File: src/sv/pit_pkg.sv
package pit_pkg;

   // Number of counters built by default, and the most the block supports
   localparam int PIT_NUM_COUNTERS = 3;
   localparam int PIT_MAX_COUNTERS = 3;

   // Stream beat widths
   localparam int PIT_REQ_WIDTH = 16;
   localparam int PIT_RSP_WIDTH = 16;

   // Item operations
   typedef enum logic [1:0] {
      OP_WRITE = 2'd0,
      OP_READ  = 2'd1,
      OP_TICK  = 2'd2,
      OP_NOP   = 2'd3
   } pit_op_type;

   // Port numbers beyond the counter data ports
   localparam logic [2:0] PORT_CMD = 3'd3;
   localparam logic [2:0] PORT_SPK = 3'd4;

   // Counter select code that means read-back
   localparam logic [1:0] SEL_READBACK = 2'd3;

   // Access codes
   localparam logic [1:0] ACC_LATCH = 2'd0;
   localparam logic [1:0] ACC_LSB   = 2'd1;
   localparam logic [1:0] ACC_MSB   = 2'd2;
   localparam logic [1:0] ACC_BOTH  = 2'd3;

   // Operating modes
   localparam logic [2:0] MODE_RATE   = 3'd2;
   localparam logic [2:0] MODE_SQUARE = 3'd3;

   // Per-counter controls decoded from one beat
   typedef struct packed {
      logic tick;
      logic wr;
      logic rd;
      logic ctrl_word;
      logic latch_cnt;
      logic latch_sts;
      logic gate;
      logic gate_rise;
      logic gate_fall;
   } pit_ctrl_type;

   // Count loaded at the start of a period (rate mode) or a half period (square wave).
   // A reload of zero stands for 65536; a half period is never shorter than one tick.
   function automatic logic [15:0] pit_phase_count(input logic [2:0]  mode,
                                                   input logic [15:0] reload,
                                                   input logic        lvl);
      logic [16:0] r;
      logic [16:0] n;
      r = (reload == 16'd0) ? 17'h10000 : {1'b0, reload};
      n = lvl ? (r + {16'd0, r[0]}) : (r - {16'd0, r[0]});
      if (n < 17'd2) begin
         n = 17'd2;
      end
      return (mode == MODE_SQUARE) ? n[15:0] : reload;
   endfunction

endpackage

File: src/sv/pit_counter.sv
module pit_counter (
   input  logic                 clock,
   input  logic                 reset,
   input  pit_pkg::pit_ctrl_type ctrl,
   input  logic [7:0]           wdata,
   output logic [7:0]           rdata,
   output logic                 level_in
);
   import pit_pkg::*;

   logic [15:0] count_ff, count_in;
   logic [15:0] reload_ff, reload_in;
   logic [2:0]  mode_ff, mode_in;
   logic [1:0]  access_ff, access_in;
   logic        wr_high_ff, wr_high_in;
   logic        rd_high_ff, rd_high_in;
   logic [15:0] lcount_ff, lcount_in;
   logic        count_latched_ff, count_latched_in;
   logic [7:0]  lstatus_ff, lstatus_in;
   logic        status_latched_ff, status_latched_in;
   logic        level_ff;
   logic        pending_ff, pending_in;
   logic        running_ff, running_in;

   logic [7:0]  status;
   logic [15:0] read_val;
   logic [15:0] count_dec;
   logic        rd_hi;
   logic        rd_last;

   // Status byte as the read-back command latches it
   assign status    = {level_ff, pending_ff | ~running_ff, access_ff, mode_ff, 1'b0};
   assign read_val  = count_latched_ff ? lcount_ff : count_ff;
   assign count_dec = count_ff - 16'd1;

   // Next state for one beat; the two latch controls may come together
   always_comb begin
      count_in          = count_ff;
      reload_in         = reload_ff;
      mode_in           = mode_ff;
      access_in         = access_ff;
      wr_high_in        = wr_high_ff;
      rd_high_in        = rd_high_ff;
      lcount_in         = lcount_ff;
      count_latched_in  = count_latched_ff;
      lstatus_in        = lstatus_ff;
      status_latched_in = status_latched_ff;
      level_in          = level_ff;
      pending_in        = pending_ff;
      running_in        = running_ff;
      rdata             = 8'd0;
      rd_hi             = 1'b0;
      rd_last           = 1'b0;

      if (ctrl.tick && ctrl.gate) begin
         if (!running_ff) begin
            // first count after a control word or a gate restart
            if (pending_ff) begin
               level_in   = 1'b1;
               count_in   = pit_phase_count(mode_ff, reload_ff, 1'b1);
               running_in = 1'b1;
               pending_in = 1'b0;
            end
         end else if (mode_ff == MODE_SQUARE) begin
            if (count_ff == 16'd1 || count_ff == 16'd2) begin
               level_in   = ~level_ff;
               count_in   = pit_phase_count(mode_ff, reload_ff, ~level_ff);
               pending_in = 1'b0;
            end else begin
               count_in = count_ff - 16'd2;
            end
         end else begin
            // rate generator: low for the one tick before terminal count
            if (count_ff == 16'd1) begin
               level_in   = 1'b1;
               count_in   = reload_ff;
               pending_in = 1'b0;
            end else begin
               count_in = count_dec;
               if (count_dec == 16'd1) begin
                  level_in = 1'b0;
               end
            end
         end
      end else if (ctrl.ctrl_word) begin
         access_in         = wdata[5:4];
         mode_in           = wdata[3:1];
         wr_high_in        = 1'b0;
         rd_high_in        = 1'b0;
         count_latched_in  = 1'b0;
         status_latched_in = 1'b0;
         level_in          = 1'b1;
         running_in        = 1'b0;
         pending_in        = 1'b0;
      end else if (ctrl.latch_cnt || ctrl.latch_sts) begin
         // an existing latch is left alone
         if (ctrl.latch_cnt && !count_latched_ff) begin
            lcount_in        = count_ff;
            count_latched_in = 1'b1;
         end
         if (ctrl.latch_sts && !status_latched_ff) begin
            lstatus_in        = status;
            status_latched_in = 1'b1;
         end
      end else if (ctrl.wr) begin
         case (access_ff)
            ACC_LSB: begin
               reload_in  = {8'd0, wdata};
               pending_in = 1'b1;
            end
            ACC_MSB: begin
               reload_in  = {wdata, 8'd0};
               pending_in = 1'b1;
            end
            default: begin
               if (!wr_high_ff) begin
                  reload_in  = {reload_ff[15:8], wdata};
                  wr_high_in = 1'b1;
               end else begin
                  reload_in  = {wdata, reload_ff[7:0]};
                  wr_high_in = 1'b0;
                  pending_in = 1'b1;
               end
            end
         endcase
      end else if (ctrl.rd) begin
         if (status_latched_ff) begin
            status_latched_in = 1'b0;
            rdata             = lstatus_ff;
         end else begin
            case (access_ff)
               ACC_LSB: begin
                  rd_hi   = 1'b0;
                  rd_last = 1'b1;
               end
               ACC_MSB: begin
                  rd_hi   = 1'b1;
                  rd_last = 1'b1;
               end
               default: begin
                  rd_hi      = rd_high_ff;
                  rd_high_in = ~rd_high_ff;
                  rd_last    = rd_high_ff;
               end
            endcase
            if (rd_last) begin
               count_latched_in = 1'b0;
            end
            rdata = rd_hi ? read_val[15:8] : read_val[7:0];
         end
      end else if (ctrl.gate_fall) begin
         level_in = 1'b1;
      end else if (ctrl.gate_rise) begin
         // restart from the reload value on the next tick
         if (running_ff) begin
            running_in = 1'b0;
            pending_in = 1'b1;
         end
      end
   end

   // Counter state
   always_ff @(posedge clock) begin
      if (reset) begin
         count_ff          <= 16'd0;
         reload_ff         <= 16'd0;
         mode_ff           <= MODE_RATE;
         access_ff         <= ACC_BOTH;
         wr_high_ff        <= 1'b0;
         rd_high_ff        <= 1'b0;
         lcount_ff         <= 16'd0;
         count_latched_ff  <= 1'b0;
         lstatus_ff        <= 8'd0;
         status_latched_ff <= 1'b0;
         level_ff          <= 1'b1;
         pending_ff        <= 1'b0;
         running_ff        <= 1'b0;
      end else begin
         count_ff          <= count_in;
         reload_ff         <= reload_in;
         mode_ff           <= mode_in;
         access_ff         <= access_in;
         wr_high_ff        <= wr_high_in;
         rd_high_ff        <= rd_high_in;
         lcount_ff         <= lcount_in;
         count_latched_ff  <= count_latched_in;
         lstatus_ff        <= lstatus_in;
         status_latched_ff <= status_latched_in;
         level_ff          <= level_in;
         pending_ff        <= pending_in;
         running_ff        <= running_in;
      end
   end

endmodule

File: src/sv/programmable_interval_timer.sv
// A result beat appears in the cycle after its request beat is taken.
// Throughput: one request beat per cycle while result beats are taken; the result
// register frees up in the same cycle its beat is taken, so both sides stream at full rate.
// Reset: synchronous, active high; all counters return to rate mode, LSB-then-MSB
// access, output high and stopped; the speaker control clears; no result pending.
module programmable_interval_timer #(
   parameter int NUM_COUNTERS = pit_pkg::PIT_NUM_COUNTERS
) (
   input  logic                              clock,
   input  logic                              reset,
   input  logic                              req_tvalid,
   output logic                              req_tready,
   input  logic [pit_pkg::PIT_REQ_WIDTH-1:0] req_tdata,  // op[1:0], port[4:2], write_data[12:5]
   output logic                              rsp_tvalid,
   input  logic                              rsp_tready,
   output logic [pit_pkg::PIT_RSP_WIDTH-1:0] rsp_tdata   // read_data[7:0], timer_irq[8],
                                                         // speaker_out[9]
);
   import pit_pkg::*;

   pit_op_type  op;
   logic [2:0]  port;
   logic [7:0]  wd;
   logic        accept;
   logic        cmd_wr;
   logic        spk_wr;

   logic [1:0]  spk_ff, spk_in;
   logic        rsp_valid_ff;
   logic [PIT_RSP_WIDTH-1:0] rsp_data_ff, rsp_data_in;

   logic [7:0]  cnt_rdata [PIT_MAX_COUNTERS];
   logic        cnt_level [PIT_MAX_COUNTERS];
   logic [7:0]  read_data;
   logic        speaker_out;

   assign op     = pit_op_type'(req_tdata[1:0]);
   assign port   = req_tdata[4:2];
   assign wd     = req_tdata[12:5];
   assign accept = req_tvalid && req_tready;
   assign cmd_wr = accept && (op == OP_WRITE) && (port == PORT_CMD);
   assign spk_wr = accept && (op == OP_WRITE) && (port == PORT_SPK);

   // Take a beat whenever the result register is empty or being drained
   assign req_tready = !rsp_valid_ff || rsp_tready;

   // Counters and their beat decode
   genvar i;
   generate
      for (i = 0; i < PIT_MAX_COUNTERS; i++) begin : g_cnt
         if (i < NUM_COUNTERS) begin : g_on
            pit_ctrl_type ctrl;
            logic         rb_sel;

            assign rb_sel = (wd[7:6] == SEL_READBACK) && wd[i+1];

            always_comb begin
               ctrl.tick      = accept && (op == OP_TICK);
               ctrl.wr        = accept && (op == OP_WRITE) && (port == 3'(i));
               ctrl.rd        = accept && (op == OP_READ) && (port == 3'(i));
               ctrl.ctrl_word = cmd_wr && (wd[7:6] == 2'(i)) && (wd[5:4] != ACC_LATCH);
               ctrl.latch_cnt = cmd_wr && (((wd[7:6] == 2'(i)) && (wd[5:4] == ACC_LATCH))
                                           || (rb_sel && !wd[5]));
               ctrl.latch_sts = cmd_wr && rb_sel && !wd[4];
               if (i == 2) begin
                  ctrl.gate      = spk_ff[0];
                  ctrl.gate_rise = spk_wr && !spk_ff[0] && wd[0];
                  ctrl.gate_fall = spk_wr && spk_ff[0] && !wd[0];
               end else begin
                  ctrl.gate      = 1'b1;
                  ctrl.gate_rise = 1'b0;
                  ctrl.gate_fall = 1'b0;
               end
            end

            pit_counter u_cnt (
               .clock    (clock),
               .reset    (reset),
               .ctrl     (ctrl),
               .wdata    (wd),
               .rdata    (cnt_rdata[i]),
               .level_in (cnt_level[i])
            );
         end else begin : g_off
            assign cnt_rdata[i] = 8'd0;
            assign cnt_level[i] = 1'b0;
         end
      end
   endgenerate

   // Speaker control register
   assign spk_in = spk_wr ? wd[1:0] : spk_ff;

   // Read data select
   always_comb begin
      read_data = 8'd0;
      if (op == OP_READ) begin
         if (port < 3'(NUM_COUNTERS)) begin
            read_data = cnt_rdata[port[1:0]];
         end else if (port == PORT_SPK) begin
            read_data = {6'd0, spk_ff};
         end
      end
   end

   assign speaker_out = (NUM_COUNTERS > 2) ? (cnt_level[2] & spk_in[1]) : 1'b0;
   assign rsp_data_in = {6'd0, speaker_out, cnt_level[0], read_data};

   // Result register and speaker state
   always_ff @(posedge clock) begin
      if (reset) begin
         rsp_valid_ff <= 1'b0;
         spk_ff       <= 2'd0;
      end else begin
         spk_ff <= spk_in;
         if (accept) begin
            rsp_valid_ff <= 1'b1;
         end else if (rsp_tready) begin
            rsp_valid_ff <= 1'b0;
         end
      end
   end

   always_ff @(posedge clock) begin
      if (accept) begin
         rsp_data_ff <= rsp_data_in;
      end
   end

   assign rsp_tvalid = rsp_valid_ff;
   assign rsp_tdata  = rsp_data_ff;

   // An accepted beat always yields a result beat on the next cycle
   a_req_to_rsp: assert property (@(posedge clock) disable iff (reset)
      accept |=> rsp_tvalid)
      else $error("accepted beat produced no result");

   // No beat is taken while a result is stalled
   a_no_overrun: assert property (@(posedge clock) disable iff (reset)
      (rsp_tvalid && !rsp_tready) |-> !accept)
      else $error("result overwritten while stalled");

   // Speaker output never sounds with the enable bit clear
   a_spk_enable: assert property (@(posedge clock) disable iff (reset)
      (rsp_tvalid && rsp_tdata[9]) |-> spk_ff[1])
      else $error("speaker driven while disabled");

endmodule
File: config.mk
export PLATFORM = sky130hd
export DESIGN_NAME = programmable_interval_timer
export DESIGN_NICKNAME = d
export VERILOG_FILES = /design/src/sv/pit_pkg.sv /design/src/sv/pit_counter.sv /design/src/sv/programmable_interval_timer.sv
export SDC_FILE = /design/constraint.sdc
export NUM_CORES = 1
export LEC_CHECK = 0
export ABC_CLOCK_PERIOD_IN_PS = 2500
export BUFFER_PORTS_ARGS = -buffer_cell sky130_fd_sc_hd__buf_2
export CORE_MARGIN = 2
export CORE_UTILIZATION = 58
export CTS_CLUSTER_DIAMETER = 100
export DETAILED_ROUTE_END_ITERATION = 16
export MAX_ROUTING_LAYER = met4
export PLACE_DENSITY = 0.78
export SLEW_MARGIN = 20
export SYNTH_ARGS = -nofsm -noshare
export SYNTH_HDL_FRONTEND = slang
export SYNTH_SLANG_ARGS = --single-unit
File: constraint.sdc
create_clock -name clock -period 2.5 [get_ports clock]
set_clock_uncertainty 0.05 [all_clocks]
set_input_delay 0.5 -clock clock [delete_from_list [all_inputs] [get_ports clock]]
set_output_delay 0.5 -clock clock [all_outputs]
set_load 0.02 [all_outputs]
# After elaboration in Yosys (flattened, before gate mapping)
# Cells that the tools add are included.
totals:
  reg_bits: 214
  input_bits: 20
  elab_cells: 560
classes:
  addsub: 12
  order_cmp: 8
  n_eq_ne: 71
  n_mux: 258
  n_bitwise: 22
  reduce_logical: 142
op_table:
  columns: ["operator", "count"]
  rows:
  - ["$mux W16", 30]
  - ["$mux W8", 24]
  - ["$mux W1", 189]
  - ["$lt A17 B2 Y1 const B", 6]
  - ["$mux W17", 6]
  - ["$eq A16 B1 Y1 const B", 6]
  - ["$pmux W16 S2", 3]
  - ["$reduce_and A4 Y1", 13]
  - ["$add A17 B1 Y17", 3]
  - ["$sub A17 B1 Y17", 3]
  - ["$eq A16 B2 Y1 const B", 3]
  - ["$logic_not A16 Y1", 3]
  - ["$sub A16 B1 Y16 const B", 3]
  - ["$sub A16 B2 Y16 const B", 3]
  - ["$logic_and A1 B1 Y1", 47]
  - ["$reduce_and A5 Y1", 9]
  - ["$ne A3 B3 Y1 const B", 13]
  - ["$reduce_and A6 Y1", 6]
  - ["$reduce_bool A3 Y1", 12]
  - ["$reduce_bool A2 Y1", 13]
  - ["$ne A3 B2 Y1 const B", 8]
  - ["$ne A4 B4 Y1 const B", 6]
  - ["$ne A2 B2 Y1 const B", 9]
  - ["$not A1 Y1", 17]
  - ["27 further kinds", 78]

# Depth between registers and ports, before layout
# Gate-level depths: netlist (run 1).
logic_depth:
  word_depth: 22
  ltp_mapped: 11
  ltp_nobuf: 9

# Cells and area by module
# From an unflattened synthesis (run 1), not the netlist that was laid out.
hier_totals:
  cells_unflattened: 2283
  hier_area_um2: 16794.9
by_module_without_submodules:
  columns: ["module", "n_inst", "cells_each", "area_each_um2", "seq_area_each_um2"]
  rows:
  - ["pit_counter (g_cnt[1].g_on.u_cnt)", 1, 738, 5470.2, 1341.3]
  - ["pit_counter (g_cnt[2].g_on.u_cnt)", 1, 724, 5207.5, 1341.3]
  - ["pit_counter (g_cnt[0].g_on.u_cnt)", 1, 709, 5092.4, 1341.3]
  - ["programmable_interval_timer", 1, 112, 1024.7, 360.3]

# Worst setup path before layout (run 1)
# OpenSTA, ideal clock, no wires.
synth_path:
  path_type: "reg2reg"
  startpoint: "reg g_cnt[1].g_on.u_cnt.count_ff[2]"
  endpoint: "reg g_cnt[1].g_on.u_cnt.count_ff[15]"
  arrival_time_ps: 2614
  required_ps: 2382
  slack_ps: -232
  path_stages_with_launch: 12
  path_buffers: 2
  synth_period_minus_slack_ps: 2732
  path_cell_list: "dfxtp_1 clkbuf_1 inv_1 ha_1 or4b_1 buf_2 nor3_4 nand2_2 or3_4 or4_1 a31o_1 o2bb2ai_2"
synth_via:
  elab_chain_len: 5
  word_cells_on_any_way: 9
synth_lines:
  columns: ["element", "line_no", "text"]
  rows:
  - ["from (decl)", "pit_counter.sv:11", "logic [15:0] count_ff, count_in;"]
  - ["from (signal assigned)", "pit_counter.sv:179", "count_ff <= count_in;"]
  - ["branches (longest 3 deep; another with $sub A16 B1 Y16)", null, null]
  - ["$mux W16 (*)", "pit_counter.sv:64", "end else if (mode_ff == MODE_SQUARE) begin"]
  - ["$mux W16 (*)", "pit_counter.sv:56", "if (!running_ff) begin"]
# Every way passes the cells marked *.
# A chain may end at the register's enable or synchronous reset.

# Final worst setup path (run 1)
layout_path:
  startpoint: "reg g_cnt[2].g_on.u_cnt.count_ff[1]"
  endpoint: "reg rsp_data_ff[9], in the netlist rsp_tdata[9] (data pin)"
layout_via:
  elab_chain_len: 8
  word_cells_on_any_way: 12
layout_lines:
  columns: ["element", "line_no", "text"]
  rows:
  - ["from (decl)", "pit_counter.sv:11", null]
  - ["from (signal assigned)", "pit_counter.sv:179", null]
  - ["$sub A16 B1 Y16", "pit_counter.sv:34", "assign count_dec = count_ff - 16'd1;"]
  - ["$eq A16 B1 Y1", "pit_counter.sv:80", "if (count_dec == 16'd1) begin"]
  - ["$mux W1", "pit_counter.sv:80", null]
  - ["$mux W1", "pit_counter.sv:74", "if (count_ff == 16'd1) begin"]
  - ["$mux W1 (*)", "pit_counter.sv:64", null]
  - ["$mux W1 (*)", "pit_counter.sv:56", null]
  - ["$mux W1 (*)", "pit_counter.sv:55", "if (ctrl.tick && ctrl.gate) begin"]
  - ["$and A1 B1 Y1 (*)", "programmable_interval_timer.sv:106", "assign speaker_out = (NUM_COUNTERS > 2) ? (cnt_level[2] & spk_in[1]) : 1'b0;"]
  - ["named net speaker_out", "programmable_interval_timer.sv:35", "logic speaker_out;"]
  - ["to (signal assigned)", "programmable_interval_timer.sv:126", "rsp_data_ff <= rsp_data_in;"]
  - ["to (decl)", "programmable_interval_timer.sv:30", "logic [PIT_RSP_WIDTH-1:0] rsp_data_ff, rsp_data_in;"]
# The timed path passes the listed nets; every way through them passes the cells marked *.

==> results.ini, run 1 <==
[run_status]
status=finished, violations left
violations=negative setup slack

[synthesis]
synth-seq-area-share_pct=27.3
yosys_most_used_dff=dfxtp_1
synth.ff_latch_count=214
syn_inst=2147
synth_area_mm2=0.0160
ys_types=90
synth-edff-count=10
avgSynthCellArea_um2=7.47
yosysWarnings=0
ys_async_sr_fraction_pct=0

[timing]
finalCriticalPeriod_ns=2.53
worst_pin_slew_ns=0.753
whs_ns=0.297
setup_viol=1
worst_slack_ns=-0.0332
fmax_mhz=395
slew_headroom_pct=49.5
rsz0062_at_grt=true
drv_slew=0
period_share_pct=101
final-hold-violation-count=0
tns_ns=-0.0332

[setup_path]
cpMostUsedCell=buf_4
crit_chain=inv_4 > buf_4 > ha_4 > and2_4 > buf_6 > o41ai_4 > nand4_1 > nor4_1 > buf_4 > o22ai_4 > nor2b_4
required_ns=2.75
rrSetupSlack_ns=-0.03
cp_slowest_stage_delay_ns=0.37
r2r-start=g_cnt[2].g_on.u_cnt.count_ff[1]
worstSetupPathType=reg2reg
end_kind=flop
crit_start=g_cnt[2].g_on.u_cnt.count_ff[1]
reg2reg_to=rsp_tdata[9]
critPathLaunchType=flop
reg2reg_depth=11
worst_ep_arrival_time_ns=2.79
slowest_stage=o41ai_4
critPathBufInv=4
critPathTopFamily=simple AND/OR/NAND/NOR gates
cp_max_fo=4

[grt]
grt_pass1_wl_um=89900
grt_max_degree=86
antenna_found_initial=4
gr-total-overflow=0
track_usage_pct=39.9
first_global_vias=16400

[hold_path]
hold_depth=2
min_to=g_cnt[2].g_on.u_cnt.reload_ff[11]
min_path_type=in2reg
min-delay-start=reset

[final_layout]
fin_cells=2689
areaGrowthSynthToFinish_pct=23.6
layout-drive-gt1-share_pct=24.0
final_core_util_pct=73.3
fin_area_mm2=0.0198
most-common-layout-cells=316 x buf_4, 238 x nor2_1, 226 x nand2_1
nets=2373
layout_commonest_cell=buf_4

[die]
rows=60
die_h_um=170
fp.dieW_um=170
start_util_pct=59.3
io_pins=38
core_area_mm2=0.0270
dieArea_mm2=0.0290

[cts]
cts_buffers=25
htreeDepth=1
insertion_delay_ns=0.56
hold_buffers=0
cts_root_buffer=clkbuf_16
path_clk_slew_ns=0.06
cts.path.max_buffers=3
cts_tree=yes
clock-sinks=214

[place]
dpl_worst_slack_ns=-0.283
routabilityCongestion=1.15
dp_hpwl_um=42800
placed_cells=2632
port_buffers=28
post_dp_cell_area_mm2=0.0184

[power]
ir_drop_v=0.000509
power.total_mw=7.58
power_density_mw_per_mm2=382
power_leakage_nw=7.60

[routing]
drt_iter0_markers=2337
drc=0
drt_pass1_iterations=6
ant_nets=0
wl_per_cell_um=21.4
vias=17600
vias_per_cell=6.53
wl_um=57500

[flow_run]
drv_cap=0

per-layer routing:
metal	track usage (%)	routed length [um]
met5	-	0
met2	61.0	25300
met3	7.05	6140
met4	13.9	2310
met1	53.4	23700
Yosys cell counts (all sizes together) (28+ instances only):
library cell	number	area share [%]
o211ai	31	1.5
clkbuf	168	3.9
nand3	119	3.7
a21oi	141	4.4
inv	53	1.2
a211oi	28	1.3
xnor2	103	5.6
nand2	228	5.4
nor4	42	1.7
nor2	251	6.0
dfxtp	204	25
buf	41	1.3
o21ai	79	2.5
xor2	67	3.7
mux2i	96	6.0
nor3	85	2.7
nand4	44	1.7
cell type report:
| class | instances | area, um2 |
|---|---|---|
| multi-input cells | 1674 | 11200 |
| fillers | 2118 | 7200 |
| flip-flops and latches | 214 | 4400 |
| repair buffers | 356 | 2750 |
| clock buffers | 29 | 681 |
| well taps | 341 | 427 |
| inverters | 55 | 218 |
| clock inverters | 17 | 169 |
| diodes | 3 | 7.51 |
sequential cells by signal (all words and copies together) (netlist names):
register,cells
g_cnt.g_on.u_cnt.access_ff,6
g_cnt.g_on.u_cnt.count_ff,48
g_cnt.g_on.u_cnt.count_latched_ff,3
g_cnt.g_on.u_cnt.lcount_ff,48
g_cnt.g_on.u_cnt.level_ff,3
g_cnt.g_on.u_cnt.lstatus_ff,21
g_cnt.g_on.u_cnt.mode_ff,9
g_cnt.g_on.u_cnt.pending_ff,3
g_cnt.g_on.u_cnt.rd_high_ff,3
g_cnt.g_on.u_cnt.reload_ff,48
g_cnt.g_on.u_cnt.running_ff,3
g_cnt.g_on.u_cnt.status_latched_ff,3
g_cnt.g_on.u_cnt.wr_high_ff,3
rsp_tdata,10
rsp_tvalid,1
spk_ff,2
where the power goes:
| group | internal, mW | switching (mW) |
|---|---|---|
| Sequential | 3.45 | 0.00962 |
| Combinational | 0.0901 | 0.222 |
| Clock | 2.18 | 1.63 |
| Total | 5.72 | 1.86 |
cell families after synthesis:
family,count (synthesis),share of synthesized area (%)
flops,214,27.3
buf+inv,264,6.48
xor+xnor,170,9.28
fa+ha+maj,27,2.11
mux,123,9.57
compound gates,437,17.5
simple gates,911,27.7
other cells,1,0.0234
how the worst max path moves through the flow:
stage / to / cells after the start
2_1_floorplan: g_cnt[1].g_on.u_cnt.level_ff / 8
6_report: rsp_tdata[9] / 11
4_1_cts: g_cnt[1].g_on.u_cnt.count_ff[15] / 9
3_5_place_dp: g_cnt[1].g_on.u_cnt.lstatus_ff[3] / 11
5_1_grt: g_cnt[1].g_on.u_cnt.count_ff[10] / 7
3_3_place_gp: rsp_tdata[9] / 9
what timing repair did:
item | 4_1_cts | 5_1_grt
resized for setup | 15 | 97
pin swaps | 1 | 23
endpoints found under the hold margin | 0 | 0
setup endpoints to repair | 24 | 73
setup buffers | 0 | 8
Power figures use the tool's default switching activity.
==> inputs of run 2 (changes only) <==
GPL_TIMING_DRIVEN = 0   (was unset)
==> run 2 against run 1 <==
Net effect: largest power group unchanged; the run still ends with negative setup slack left; maximum frequency is 4.5% lower; clock power is 2% higher; flip-flop and latch count stayed put; worst setup slack worse by 0.12 ns; critical path depth is 2 lower; hold slack better by 0.12 ns; critical endpoint unchanged; die area stayed put; critical path type unchanged; global-route usage is 3.1 points higher.
==> results.ini, run 2 (synthesis gave the netlist of run 1 again) <==
[run_status]
status=finished, violations left
violations=negative setup slack

[timing]
whs_ns=0.419
worst_pin_slew_ns=1.02
rsz0062_at_grt=true
finalCriticalPeriod_ns=2.65
period_share_pct=106
slew_headroom_pct=32.0
final-hold-violation-count=0
worst_slack_ns=-0.152
tns_ns=-0.458
setup_viol=7
drv_slew=0
fmax_mhz=377

[grt]
grt_pass1_wl_um=94300
track_usage_pct=43.1
antenna_found_initial=1
grt_busiest_layer=met2
grt_util_met3_pct=6.72
grtUsageMet2_pct=65.4
grt_max_degree=15
first_global_vias=16500
gr-total-overflow=0
met1_usage_pct=55.0

[final_layout]
layout_commonest_cell=nor2_1
nets=2310
layout-drive-gt1-share_pct=21.3
multiInputGateArea_mm2=0.0118
fillers=2175
most-common-layout-cells=232 x nor2_1, 223 x nand2_1, 179 x dfxtp_1
fin_area_mm2=0.0195
top_regs=g_cnt.g_on.u_cnt.count_ff: 48 flops, g_cnt.g_on.u_cnt.lcount_ff: 48 flops, g_cnt.g_on.u_cnt.reload_ff: 48 flops
seq_area_mm2=0.00444
areaGrowthSynthToFinish_pct=21.4

[place]
dpl_worst_slack_ns=-1.10
routabilityCongestion=1.10
dp_hpwl_um=44600
post_dp_cell_area_mm2=0.0167
port_buffers=26

[setup_path]
end_kind=flop
cp_max_fo=4
worstSetupPathType=reg2reg
required_ns=2.71
critPathLaunchType=flop
worst_ep_arrival_time_ns=2.86

[die]
core_area_mm2=0.0270
fp.dieW_um=170
start_util_pct=59.3
dieArea_mm2=0.0290
io_pins=38
rows=60
die_h_um=170

[cts]
htreeDepth=1
cts_tree=yes
clock-sinks=214
cts_buffers=24
cts_root_buffer=clkbuf_16
cts.path.max_buffers=3
hold_buffers=0
path_clk_slew_ns=0.07
insertion_delay_ns=0.54

[power]
power_density_mw_per_mm2=395
power_leakage_nw=7.10
power.total_mw=7.68
ir_drop_v=0.000543

[routing]
vias_per_cell=6.86
drt_iter0_markers=2360
wl_per_cell_um=23.9
vias=18000
drc=0
drt_pass1_iterations=6
wl_um=62800
ant_nets=0

[flow_run]
drv_cap=0

[hold_path]
min_path_type=in2reg

[run 2: changes by cell type in the layout (fill, tap and decap cells not counted), sizes merged]
cell and change:
inv -1, bufinv +2, clkinv -8, buf -189
diode -2, clkbuf +132
[run 2: report_power, final]
part	switching, mW	leakage (nW)	internal (mW)	total, mW
Clock	1.55	0.412	2.35	3.89
Combinational	0.263	4.94	0.0800	0.343
Sequential	0.00859	1.75	3.44	3.44
Total	1.82	7.10	5.86	7.68
[run 2: path summary, 6_finish.rpt]
path / from / to / slack [ns] / cells after the start
worst max-delay path: g_cnt[2].g_on.u_cnt.count_ff[1] / rsp_tdata[9] / -0.15 / 9
worst min-delay path: req_tvalid / rsp_tvalid / 0.42 / 3
worst max register to register: g_cnt[2].g_on.u_cnt.count_ff[1] / rsp_tdata[9] / -0.15 / 9
worst min register to register: g_cnt[1].g_on.u_cnt.mode_ff[0] / g_cnt[1].g_on.u_cnt.mode_ff[0] / 0.43 / 2
[run 2: metrics by stage]
stage,std cells,util (%)
final,2623,72.0
after global routing,2623,72.0
after CTS,2580,68.3
after detailed placement,2520,61.9
after global placement,2519,61.9
after floorplan,2152,-
[run 2: layout make-up]
type / instances / share of cell area [%]
Tap cell: 341 / 2.19
Antenna cell: 1 / 0.0129
Timing Repair Buffer: 128 / 4.79
Sequential cell: 214 / 22.8
Clock buffer: 34 / 3.54
Inverter: 55 / 1.18
Multi-Input combinational cell: 1674 / 60.4
Buffer: 166 / 4.20
Clock inverter: 10 / 0.848
[run 2: what timing repair did]
action	CTS	global route
setup endpoints to repair	142	116
resized for setup	157	225
pin swaps	38	58
buffers inserted	44	57
[run 2: metal layers]
metal	vias up	wire length [um]
li1	7945	-
met1	8402	24200
met2	1329	27400
met3	321	6810
met4	0	4350
met5	-	0
[run 2: worst max-delay path: stages (launching register included)]
cell	delay, ns
dfxtp_4	0.37
inv_6	0.08
ha_2	0.18
nor3b_4	0.24
nor3b_4	0.32
a41oi_2	0.15
o32a_1	0.23
nor4_4	0.41
o22ai_2	0.16
nor2b_4	0.17
